## config.mk

```make
export PLATFORM = sky130hd
export DESIGN_NAME = tensor_weight_dequantizer
export DESIGN_NICKNAME = d
export VERILOG_FILES = /design/src/sv/twdq_pkg.sv /design/src/sv/twdq_convert.sv /design/src/sv/tensor_weight_dequantizer.sv
export SDC_FILE = /design/constraint.sdc
export NUM_CORES = 1
export LEC_CHECK = 0
export BUFFER_PORTS_ARGS = -buffer_cell sky130_fd_sc_hd__buf_2
export CAP_MARGIN = 15
export CORE_MARGIN = 2
export CORE_UTILIZATION = 50
export DETAILED_ROUTE_END_ITERATION = 10
export PLACE_DENSITY = 0.79
export SETUP_SLACK_MARGIN = 0.1
export SYNTH_ARGS = -nofsm -noshare
export SYNTH_HDL_FRONTEND = slang
export SYNTH_SLANG_ARGS = --single-unit
```

## constraint.sdc

```tcl
create_clock -name i_clk -period 12.7 [get_ports i_clk]
set_input_delay 1.905 -clock i_clk [delete_from_list [all_inputs] [get_ports i_clk]]
set_output_delay 1.905 -clock i_clk [all_outputs]
set_load 0.02 [all_outputs]
```

## src/sv/twdq_pkg.sv

```systemverilog
`timescale 1ns / 1ps
// ----------------------------------------------------------------------------
// twdq_pkg
// shared types, constants and the half widening function
// ----------------------------------------------------------------------------
package twdq_pkg;

    localparam int BLOCK_ELEMENTS = 32;

    localparam logic [1:0] FMT_F32 = 2'd0;
    localparam logic [1:0] FMT_F16 = 2'd1;
    localparam logic [1:0] FMT_Q8  = 2'd2;

    localparam logic       REG_FORMAT = 1'b0;
    localparam logic       REG_COUNT  = 1'b1;

    localparam logic [31:0] F32_INF  = 32'h7F80_0000;
    localparam logic [31:0] F32_QNAN = 32'h7FC0_0000;

    typedef struct packed {
        logic        is_q8;
        logic [15:0] scale;
        logic [31:0] word;
    } t_conv_req;

    // half to single, subnormals normalised
    function automatic logic [31:0] widen_half(input logic [15:0] h);
        logic [31:0] sgn;
        logic [4:0]  ex;
        logic [9:0]  frac;
        logic [3:0]  top;
        logic [9:0]  sh;
        logic [31:0] res;
        sgn  = {h[15], 31'd0};
        ex   = h[14:10];
        frac = h[9:0];
        top  = 4'd0;
        for (int i = 0; i < 10; i++) begin
            if (frac[i]) begin
                top = 4'(i);
            end
        end
        sh = frac << (4'd10 - top);
        if (ex == 5'd0) begin
            if (frac == 10'd0) begin
                res = sgn;
            end else begin
                res = sgn | {1'b0, 8'(top) + 8'd103, sh, 13'd0};
            end
        end else if (ex == 5'h1F) begin
            res = sgn | F32_INF | {9'd0, frac, 13'd0};
        end else begin
            res = sgn | {1'b0, 8'(ex) + 8'd112, frac, 13'd0};
        end
        return res;
    endfunction

endpackage

```

## src/sv/twdq_convert.sv

```systemverilog
`timescale 1ns / 1ps
// ----------------------------------------------------------------------------
// twdq_convert
// combinational element conversion: passthrough, half widening, scale product
// ----------------------------------------------------------------------------
module twdq_convert (
    input  twdq_pkg::t_conv_req i_req,
    output logic [31:0]         o_value
);

    logic [31:0] s;
    logic [31:0] w;
    logic        neg;
    logic [7:0]  mag;
    logic [31:0] sgn;
    logic [7:0]  ex;
    logic [31:0] prod;
    logic [2:0]  top;
    logic [31:0] shp;

    always_comb begin
        s    = twdq_pkg::widen_half(i_req.scale);
        w    = twdq_pkg::widen_half(i_req.word[15:0]);
        neg  = i_req.word[7];
        mag  = neg ? (8'd0 - i_req.word[7:0]) : i_req.word[7:0];
        sgn  = {s[31] ^ neg, 31'd0};
        ex   = s[30:23];
        prod = {1'b1, s[22:0]} * {24'd0, mag};
        // mag at most 128 so product grows at most 7 bits over the mantissa
        top  = 3'd0;
        for (int i = 1; i < 8; i++) begin
            if (prod[23 + i]) begin
                top = 3'(i);
            end
        end
        shp = prod >> top;
        if (!i_req.is_q8) begin
            o_value = i_req.word;
        end else if (ex == 8'hFF) begin
            if (s[22:0] != 23'd0) begin
                o_value = s | 32'h0040_0000;
            end else if (mag == 8'd0) begin
                o_value = twdq_pkg::F32_QNAN;
            end else begin
                o_value = sgn | twdq_pkg::F32_INF;
            end
        end else if (s[30:0] == 31'd0 || mag == 8'd0) begin
            o_value = sgn;
        end else begin
            o_value = sgn | {1'b0, ex + 8'(top), shp[22:0]};
        end
        if (i_req.is_q8 == 1'b0 && i_req.scale[0] == 1'b1) begin
            o_value = w;
        end
    end

endmodule

```

## src/sv/tensor_weight_dequantizer.sv

```systemverilog
`timescale 1ns / 1ps
// ----------------------------------------------------------------------------
// tensor_weight_dequantizer
// byte stream of f32, f16 or q8_0 tensor data to single precision words
// ----------------------------------------------------------------------------
// channel | direction | handshake        | payload
// in      | input     | valid / stall    | i_data_byte
// out     | output    | valid / stall    | o_value_bits, o_last_element
// cfg     | input     | valid / ready    | i_cfg_index, i_cfg_data
//
// one byte is taken per cycle unless o_stall is high; a result appears in
// the cycle after the byte that completes an element, in the output register.
// input stall is raised only while a result waits and the output is stalled.
// reset is synchronous and returns the stream position to its start.
// ----------------------------------------------------------------------------
module tensor_weight_dequantizer #(
    parameter int BLOCK_ELEMENTS = twdq_pkg::BLOCK_ELEMENTS
) (
    input  logic        i_clk,
    input  logic        i_rst_n,
    input  logic        i_valid,
    output logic        o_stall,
    input  logic [7:0]  i_data_byte,
    output logic        o_valid,
    input  logic        i_stall,
    output logic [31:0] o_value_bits,
    output logic        o_last_element,
    input  logic        i_cfg_valid,
    output logic        o_cfg_ready,
    input  logic        i_cfg_index,
    input  logic [31:0] i_cfg_data
);

    localparam int PW = $clog2(BLOCK_ELEMENTS + 2);
    localparam logic [PW-1:0] BLOCK_END = PW'(BLOCK_ELEMENTS + 1);

    logic [1:0]    r_fmt;
    logic [31:0]   r_cnt;
    logic [PW-1:0] r_phase;
    logic [23:0]   r_part;
    logic [15:0]   r_scale;
    logic [31:0]   r_done;
    logic          r_ovalid;
    logic [31:0]   r_value;
    logic          r_last;

    logic          accept;
    logic          cfg_we;
    logic [31:0]   cnt;
    logic [1:0]    fmt;
    logic          fire;
    logic          n_last;
    logic [31:0]   done_inc;
    twdq_pkg::t_conv_req req;
    logic [31:0]   conv_value;

    assign o_stall     = r_ovalid & i_stall;
    assign accept      = i_valid & ~o_stall;
    assign o_cfg_ready = 1'b1;
    assign cfg_we      = i_cfg_valid;
    assign cnt         = (r_cnt == 32'd0) ? 32'd1 : r_cnt;
    assign fmt         = (r_fmt == 2'd3) ? twdq_pkg::FMT_F32 : r_fmt;
    assign done_inc    = r_done + 32'd1;

    always_comb begin
        req.is_q8 = 1'b0;
        req.scale = 16'd0;
        req.word  = {i_data_byte, r_part};
        fire      = 1'b0;
        n_last    = 1'b0;
        case (fmt)
            twdq_pkg::FMT_Q8: begin
                req.is_q8 = 1'b1;
                req.scale = r_scale;
                req.word  = {24'd0, i_data_byte};
                fire      = (r_phase >= PW'(2)) && (r_done < cnt);
                n_last    = done_inc == cnt;
            end
            twdq_pkg::FMT_F16: begin
                // scale bit 0 selects half widening inside the converter
                req.scale = 16'd1;
                req.word  = {16'd0, i_data_byte, r_part[7:0]};
                fire      = r_phase[0];
                n_last    = done_inc >= cnt;
            end
            default: begin
                fire   = r_phase[1:0] == 2'd3;
                n_last = done_inc >= cnt;
            end
        endcase
    end

    twdq_convert u_conv (
        .i_req   (req),
        .o_value (conv_value)
    );

    always_ff @(posedge i_clk) begin
        if (!i_rst_n) begin
            r_fmt    <= twdq_pkg::FMT_F32;
            r_cnt    <= 32'd1;
            r_phase  <= '0;
            r_part   <= '0;
            r_scale  <= '0;
            r_done   <= '0;
            r_ovalid <= 1'b0;
        end else begin
            if (r_ovalid && !i_stall) begin
                r_ovalid <= 1'b0;
            end
            if (cfg_we) begin
                if (i_cfg_index == twdq_pkg::REG_FORMAT) begin
                    r_fmt <= i_cfg_data[1:0];
                end else begin
                    r_cnt <= i_cfg_data;
                end
                r_phase <= '0;
                r_part  <= '0;
                r_scale <= '0;
                r_done  <= '0;
            end else if (accept) begin
                if (fire) begin
                    r_ovalid <= 1'b1;
                    r_value  <= conv_value;
                    r_last   <= n_last;
                end
                if (fmt == twdq_pkg::FMT_Q8) begin
                    if (r_phase == PW'(0)) begin
                        r_scale <= {8'd0, i_data_byte};
                        r_phase <= PW'(1);
                    end else if (r_phase == PW'(1)) begin
                        r_scale <= {i_data_byte, r_scale[7:0]};
                        r_phase <= PW'(2);
                    end else begin
                        if (r_phase == BLOCK_END) begin
                            r_phase <= '0;
                            if (fire ? (done_inc >= cnt) : (r_done >= cnt)) begin
                                r_done <= '0;
                            end else if (fire) begin
                                r_done <= done_inc;
                            end
                        end else begin
                            r_phase <= r_phase + PW'(1);
                            if (fire) begin
                                r_done <= done_inc;
                            end
                        end
                    end
                end else if (fire) begin
                    r_phase <= '0;
                    r_part  <= '0;
                    r_done  <= n_last ? 32'd0 : done_inc;
                end else begin
                    case (r_phase[1:0])
                        2'd0:    r_part[7:0]   <= i_data_byte;
                        2'd1:    r_part[15:8]  <= i_data_byte;
                        default: r_part[23:16] <= i_data_byte;
                    endcase
                    r_phase <= {{(PW-2){1'b0}}, r_phase[1:0] + 2'd1};
                end
            end
        end
    end

    assign o_valid        = r_ovalid;
    assign o_value_bits   = r_value;
    assign o_last_element = r_last;

endmodule
```

==> impl_metrics.yaml, run 1 <==
synth:
  seq_area_frac_synth_pct: 23.6
  syn-cell-area_mm2: 0.0138
  synth.top_cell.area_share_pct: 16.4
  synthDistinctLibCells: 92
  ys_ff_latch: 146
  synth.top_cells.by_area: "dfxtp_1 16%, ha_1 11%, fa_1 7.8%, edfxtp_1 7.2%, nand2_1 6.6%"
  synthMuxAreaShare_pct: 3.25
  synth_edf_count: 33
  yosys_warnings: 0
  ys.flop_type: "dfxtp_1"
  yosys.area_share.simple_pct: 23.2
  synthArstFlopShare_pct: 0
  synth-xor-area-share_pct: 3.98
  syn_inst: 1747
  syn_avg_cell_area_um2: 7.91
  synth_compound_area_share_pct: 21.2
  synth_top_family_by_area: "simple AND/OR/NAND/NOR gates"
  syn_nets: 1963
  yosysTopAreaCell: "dfxtp_1"
  synthAdderAreaFrac_pct: 18.3
die:
  core_area_mm2: 0.0270
  die-area_mm2: 0.0290
  ios: 82
  start_util_pct: 51.1
  die_w_um: 170
  core.rowCount: 60
  die_h_um: 170
clock_tree:
  cts_resized: 0
  postCtsHoldBufs: 0
  clk_pin_slew_worst_paths_ns: 0.07
  clkLatencyLatePin_ns: 0.44
  cts_root_buf: "clkbuf_16"
  ctsLongestPathBuffers: 2
  htreeDepth: 4
  cts.sinks: 146
  numCtsBuffers: 17
  postCtsSetupBuffers: 0
  cts_tree: "done"
sta:
  fin_ws_ns: 1.99
  slew_headroom_pct: 24.4
  fin_skew_ns: 0.0135
  tns_ns: 0
  max_freq_mhz: 93.4
  min_period_ns: 10.71
  max_slew.worst_pin.slew_ns: 1.13
  rsz0062_at_grt: "false"
  hold_viol_final: 0
  drv_slew: 0
  finalSetupViolCount: 0
  period_share_pct: 84.3
grt:
  gr-usage-met1_pct: 34.4
  grt_pass1_vias: 12800
  grt_max_degree: 57
  antenna_found_initial: 3
  grt_pass1_wl_um: 64200
  gr-usage-all-layers_pct: 27.3
  use_met3_pct: 4.77
  top_usage_layer: "met2"
  grt.met2_usage_pct: 45.9
  overflow: 0
place:
  place_congestion: 0.944
  dpl.hpwl_um: 29500
  port_buffers: 80
  place_inst: 2090
  pre_cts_slack_ns: 1.87
  place_area_mm2: 0.0144
power_and_ir_drop:
  power_mw: 1.25
  total_leakage_power_nw: 6.45
  ir_worst_vdd_v: 0.0000870
  power_density_mw_per_mm2: 83.3
min_path:
  hold_path_class: "flip-flop to flip-flop"
worst_setup_path:
  critPathSlowestCell: "a21oi_1"
  max_stage_delay_ns: 0.81
  arrival_ns: 10.87
  cp_top_family: "adder cells"
  worstSetupStartpointType: "flip-flop"
  path_max_fanout: 16
  path_buf_inv: 4
  critPathCaptureType: "flip-flop"
  critPathKind: "flip-flop to flip-flop"
  required_ns: 12.86
finish:
  design_area_mm2: 0.0150
  layout.cells.non_filler: 2124
  final_common_cell: "nand2_1"
  synthToLayoutAreaGrowth_pct: 8.49
  fillerInstances: 2525
  fin_nets: 1984
  drive_above_1_share_pct: 9.66
  most-common-layout-cells: "242 x nand2_1, 170 x nor2_1, 135 x inv_1, 115 x ha_1, 113 x dfxtp_1"
drt:
  via_per_inst: 6.16
  drtIter0Drc: 1098
  postRouteAntennaNets: 0
  drt-pass1-iter-count: 6
  routed_wl_um: 39100
  drcViolationCount: 0
  num_vias: 13100
  drt-wirelength-per-cell_um: 18.4
status:
  status: "completed"
job:
  maxCapViolations: 0
## layout make-up
| cell class | instances | area [um2] | share of cell area [%] |
|---|---|---|---|
| Multi-Input combinational cell | 1376 | 9680 | 64.6 |
| Sequential cell | 146 | 3250 | 21.7 |
| Clock buffer | 23 | 533 | 3.56 |
| Inverter | 135 | 507 | 3.38 |
| Timing Repair Buffer | 92 | 490 | 3.27 |
| Tap cell | 341 | 427 | 2.85 |
| Clock inverter | 9 | 87.6 | 0.585 |
| Antenna cell | 2 | 5.00 | 0.0334 |
## through the flow
| stage | hold WS (ns) | util [%] |
|---|---|---|
| 4_1_cts | 0.475 | 55.4 |
| 3_5_place_dp | 0.467 | 53.1 |
| 2_1_floorplan | 0.437 | - |
| 3_3_place_gp | 0.451 | 53.1 |
| 5_1_grt | 0.500 | 55.4 |
| 6_report | 0.476 | 55.4 |
## sequential cells by signal, summed over array words and instances, names as in the netlist
name            cells
r_phase             6
r_fmt               2
o_last_element      1
r_done             32
r_cnt              32
r_part             24
o_valid             1
o_value_bits       32
r_scale            16
## Yosys cell counts (all sizes together) (19+ instances only)
library cell and count:
mux2i 28, a21o 27, o211ai 22, nor2 170, nand2 242, a22oi 29, o21ai 76, buf 19
clkbuf 71, inv 135, a21oi 107, dfxtp 113, nand3 47, ha 116, edfxtp 33, fa 54
xnor2 44, nand4 28, nor3 32, a21boi 37, nand2b 39
## tightest hold or removal path: stages (launching register included)
cell     delay [ns]
dfxtp_1        0.32
nand2_1        0.06
a21oi_1        0.05
## power breakdown
group	internal, mW	switching [mW]	total (mW)	leakage, nW
clock	0.317	0.211	0.528	0.304
sequential	0.484	0.00675	0.491	1.21
combinational	0.0798	0.150	0.230	4.94
total	0.880	0.368	1.25	6.45
## kinds of logic after synthesis
| family | after synthesis |
|---|---|
| flip-flops | 146 |
| buffers and inverters | 225 |
| multiplexers | 40 |
| AND/OR/NAND/NOR | 675 |
| other | 1 |
| AO/OA/AOI/OAI | 429 |
| adder cells (fa/ha/maj) | 170 |
| XOR/XNOR | 61 |
## layer usage
| layer | vias to the layer above | part of all wire [%] |
|---|---|---|
| li1 | 6185 | - |
| met1 | 6250 | 42 |
| met2 | 530 | 46 |
| met3 | 125 | 6.8 |
| met4 | 2 | 4.7 |
| met5 | - | 0.033 |
## path summary, 6_finish.rpt
path | startpoint | to | slack (ns) | depth (start not counted)
worst max-delay path | r_scale[8] | o_value_bits[30] | 1.99 | 32
worst min-delay path | r_scale[0] | r_scale[0] | 0.48 | 2
worst max register to register | r_scale[8] | o_value_bits[30] | 1.99 | 32
worst min register to register | r_scale[0] | r_scale[0] | 0.48 | 2
Power figures use the tool's default switching activity.
==> run 2, diff against run 1 <==
clock period = 10.3 ns   (was 12.7 ns; I/O delays follow)
==> impl_metrics.yaml, run 2 (synthesized netlist as in run 1, its figures left out) <==
worst_setup_path:
  arrival_ns: 9.76
  worstSetupStartpointType: "flip-flop"
  critPathSlowestCell: "mux4_2"
  critPathCaptureType: "flip-flop"
  r2r-end: "o_value_bits[27]"
  max_stage_delay_ns: 0.62
  path_max_fanout: 10
  r2r_start: "r_scale[8]"
  rr_worst_depth: 32
  ff2ff_setup_slack_ns: 0.70
  critPathKind: "flip-flop to flip-flop"
  cp-startpoint: "r_scale[8]"
  required_ns: 10.46
  crit_end: "o_value_bits[27]"
  cpMostUsedCell: "fa_1"
die:
  core_area_mm2: 0.0270
  start_util_pct: 51.1
  ios: 82
  core.rowCount: 60
  die_w_um: 170
  die_h_um: 170
  die-area_mm2: 0.0290
drt:
  postRouteAntennaNets: 0
  wl_met2_um: 18100
  routed_wl_um: 38800
  via_per_inst: 6.08
  drcViolationCount: 0
  drt-wirelength-per-cell_um: 18.2
  num_vias: 13000
  wl_met1_um: 16300
  top_layer: "met5"
  drtIter0Drc: 1188
  drt-pass1-iter-count: 6
  routed-wl-met3_um: 2670
finish:
  synthToLayoutAreaGrowth_pct: 8.97
  final_common_cell: "nand2_1"
  drive_above_1_share_pct: 10.3
  fin_nets: 1995
  most-common-layout-cells: "242 x nand2_1, 170 x nor2_1, 135 x inv_1, 114 x ha_1, 113 x dfxtp_1"
sta:
  fin_ws_ns: 0.704
  max_freq_mhz: 104
  min_period_ns: 9.60
  max_slew.worst_pin.slew_ns: 1.15
  hold_viol_final: 0
  period_share_pct: 93.2
  slew_headroom_pct: 23.6
  rsz0062_at_grt: "false"
  fin_skew_ns: 0.00889
  tns_ns: 0
  drv_slew: 0
  finalSetupViolCount: 0
clock_tree:
  cts.sinks: 146
  cts_tree: "done"
  ctsLongestPathBuffers: 2
  htreeDepth: 4
  cts_root_buf: "clkbuf_16"
  postCtsHoldBufs: 0
  clk_pin_slew_worst_paths_ns: 0.06
  numCtsBuffers: 17
  clkLatencyLatePin_ns: 0.43
place:
  pre_cts_slack_ns: 0.649
  place_congestion: 0.927
  dpl.hpwl_um: 29400
  port_buffers: 80
grt:
  grt_max_degree: 51
  grt_pass1_wl_um: 63300
  gr-usage-all-layers_pct: 27.0
  overflow: 0
  antenna_found_initial: 3
  grt_pass1_vias: 12800
min_path:
  hold_path_class: "flip-flop to flip-flop"
job:
  maxCapViolations: 0
power_and_ir_drop:
  ir_worst_vdd_v: 0.0000767
  total_leakage_power_nw: 6.46
  power_density_mw_per_mm2: 101
status:
  status: "completed"
run 2: worst min-delay path by stage:
stage	to	startpoint	slack [ns]	depth (start not counted)
floorplan	r_scale[0]	r_scale[0]	0.44	2
global route	r_scale[0]	r_scale[0]	0.49	2
global placement	r_scale[0]	r_scale[0]	0.44	2
detailed placement	r_scale[0]	r_scale[0]	0.46	2
CTS	r_scale[0]	r_scale[0]	0.47	2
finish	r_scale[0]	r_scale[0]	0.47	2
run 2: final cells by class:
cell class	count	area, um2
multi-input cells	1376	9690
diodes	2	5.00
flip-flops and latches	146	3250
repair buffers	103	573
inverters	135	507
clock buffers	17	425
fillers	2480	12000
clock inverters	15	168
well taps	341	427
run 2: critical path, delay by kind of cell, from the launching register on:
| kind | cells | cell delay (ns) |
|---|---|---|
| AO/OA/AOI/OAI | 11 | 2.74 |
| multiplexers | 1 | 0.62 |
| XOR/XNOR | 3 | 0.90 |
| buffers and inverters | 4 | 0.29 |
| adder cells (fa/ha/maj) | 8 | 3.20 |
| flip-flops | 1 | 0.59 |
| AND/OR/NAND/NOR | 5 | 0.95 |
run 2: per-stage QoR:
step / util, % / hold slack [ns] / area (um2) / instances / power [mW]
2_1_floorplan: - / 0.437 / 13800 / 1747 / 0.823
3_3_place_gp: 53.4 / 0.443 / 14400 / 2099 / 0.892
3_5_place_dp: 53.4 / 0.456 / 14400 / 2099 / 0.896
4_1_cts: 55.6 / 0.468 / 15000 / 2131 / 1.51
5_1_grt: 55.7 / 0.494 / 15000 / 2133 / 1.57
6_report: 55.7 / 0.473 / 15000 / 2135 / 1.52
run 2: power by group:
part	leakage [nW]	internal [mW]	switching, mW
logic	4.99	0.101	0.186
registers	1.21	0.597	0.00797
clock network	0.268	0.377	0.250
total	6.46	1.07	0.444
run 2: repair_timing:
item	in CTS	in global routing
buffers inserted	0	2
resized for setup	0	3
setup endpoints to repair	0	9
run 2: layer usage:
metal  track usage [%]  up-vias
li1                  -     6200
met5                 0        -
met2              45.9      559
met4              12.6        2
met3              4.47      108
met1              33.5     6109
==> run 3, diff against run 2 <==
clock period = 11.15 ns   (was 10.3 ns; I/O delays follow)
==> impl_metrics.yaml, run 3 (synthesized netlist as in run 1, its figures left out) <==
drt:
  routed_wl_um: 39200
  num_vias: 13100
  drcViolationCount: 0
  drt-wirelength-per-cell_um: 18.4
  via_per_inst: 6.14
  drtIter0Drc: 1256
  drt-pass1-iter-count: 5
  postRouteAntennaNets: 0
worst_setup_path:
  cp_top_family: "adder cells"
  worstSetupStartpointType: "flip-flop"
  r2r-end: "o_value_bits[30]"
  rr_worst_depth: 34
  critPathCaptureType: "flip-flop"
  ff2ff_setup_slack_ns: 1.15
  cpMostUsedCell: "inv_1"
  critPathKind: "flip-flop to flip-flop"
  critPathSlowestCell: "nor2b_1"
  r2r_start: "r_fmt[0]"
  required_ns: 11.31
  path_buf_inv: 8
  path_max_fanout: 47
  arrival_ns: 10.15
  max_stage_delay_ns: 0.66
place:
  dpl.hpwl_um: 29800
  place_area_mm2: 0.0144
  port_buffers: 80
  place_congestion: 0.953
finish:
  drive_above_1_share_pct: 9.75
  fillerInstances: 2444
  most-common-layout-cells: "242 x nand2_1, 170 x nor2_1, 135 x inv_1, 115 x ha_1, 113 x dfxtp_1"
  design_area_mm2: 0.0151
  final_common_cell: "nand2_1"
  fin_util_pct: 55.8
  multi_input_area_mm2: 0.00968
  seq_area_mm2: 0.00325
  fin_nets: 1988
  synthToLayoutAreaGrowth_pct: 9.16
sta:
  slew_headroom_pct: 23.9
  max_freq_mhz: 100
  tns_ns: 0
  max_slew.worst_pin.slew_ns: 1.14
  rsz0062_at_grt: "false"
  fin_skew_ns: 0.0115
  period_share_pct: 89.7
  finalSetupViolCount: 0
  min_period_ns: 10.0
  fin_worst_hold_slack_ns: 0.460
  drv_slew: 0
  hold_viol_final: 0
min_path:
  holdPathEnd: "r_scale[0]"
  holdPathStages: 2
  hold_path_class: "flip-flop to flip-flop"
  holdCritStartpoint: "r_scale[0]"
die:
  die-area_mm2: 0.0290
  ios: 82
  die_w_um: 170
  core_area_mm2: 0.0270
  die_h_um: 170
  start_util_pct: 51.1
  core.rowCount: 60
power_and_ir_drop:
  swShare_pct: 28.3
  power_frac_clock_pct: 44.3
  internal_power_mw: 1.06
  power_density_mw_per_mm2: 98.0
  power_switching_uw: 418
  pwr-share-comb_pct: 17.9
  total_leakage_power_nw: 6.49
  seqPwrFrac_pct: 37.8
  ir_worst_vdd_v: 0.0000857
grt:
  gr-usage-all-layers_pct: 27.7
  grt_max_degree: 51
  antenna_found_initial: 4
  overflow: 0
  grt_pass1_wl_um: 64500
  grt_pass1_vias: 12700
clock_tree:
  cts_resized: 0
  postCtsSetupBuffers: 0
  postCtsHoldBufs: 0
  cts.sinks: 146
  clkLatencyLatePin_ns: 0.45
  htreeDepth: 4
  ctsLongestPathBuffers: 2
  cts_tree: "done"
  numCtsBuffers: 17
  clk_pin_slew_worst_paths_ns: 0.06
  cts_root_buf: "clkbuf_16"
status:
  status: "completed"
job:
  maxCapViolations: 0
run 3: layer usage:
metal	vias to the layer above	GRT usage [%]	routed length, um
met5	-	0	13
met4	2	12.2	1510
met3	112	5.23	2680
met2	532	45.8	18200
met1	6238	35.2	16800
li1	6190	-	-
run 3: worst max path at each step:
stage	from	endpoint	slack, ns	depth (start not counted)
floorplan	r_fmt[0]	o_value_bits[27]	1.25	42
global placement	i_data_byte[3]	o_value_bits[30]	1.57	30
detailed placement	i_data_byte[3]	o_value_bits[30]	1.26	30
CTS	r_scale[8]	o_value_bits[30]	1.27	34
global route	r_scale[8]	o_value_bits[30]	0.38	34
finish	r_fmt[0]	o_value_bits[30]	1.15	34
run 3: cell type report:
type / count / area share (%)
well taps: 341 / 2.83
multi-input cells: 1376 / 64.2
repair buffers: 96 / 3.50
inverters: 135 / 3.36
clock buffers: 22 / 3.37
flip-flops and latches: 146 / 21.6
clock inverters: 10 / 1.11
diodes: 2 / 0.0332
run 3: power by group through the flow:
stage	logic, mW	registers [mW]	clock network, mW
floorplan	0.191	0.570	0
CTS	0.258	0.559	0.657
global placement	0.253	0.570	0
finish	0.264	0.559	0.654
detailed placement	0.256	0.570	0
global route	0.288	0.560	0.679
run 3: through the flow:
step                setup WS (ns)  cells  total power, mW
finish                       1.15   2128             1.48
global route                0.382   2126             1.53
CTS                          1.27   2125             1.47
detailed placement           1.26   2093            0.827
global placement             1.57   2093            0.823
floorplan                    1.25   1747            0.761
run 3: tightest hold or removal path, stage by stage (launching register included):
cell,delay (ns)
dfxtp_1,0.31
nand2_1,0.05
a21oi_1,0.05
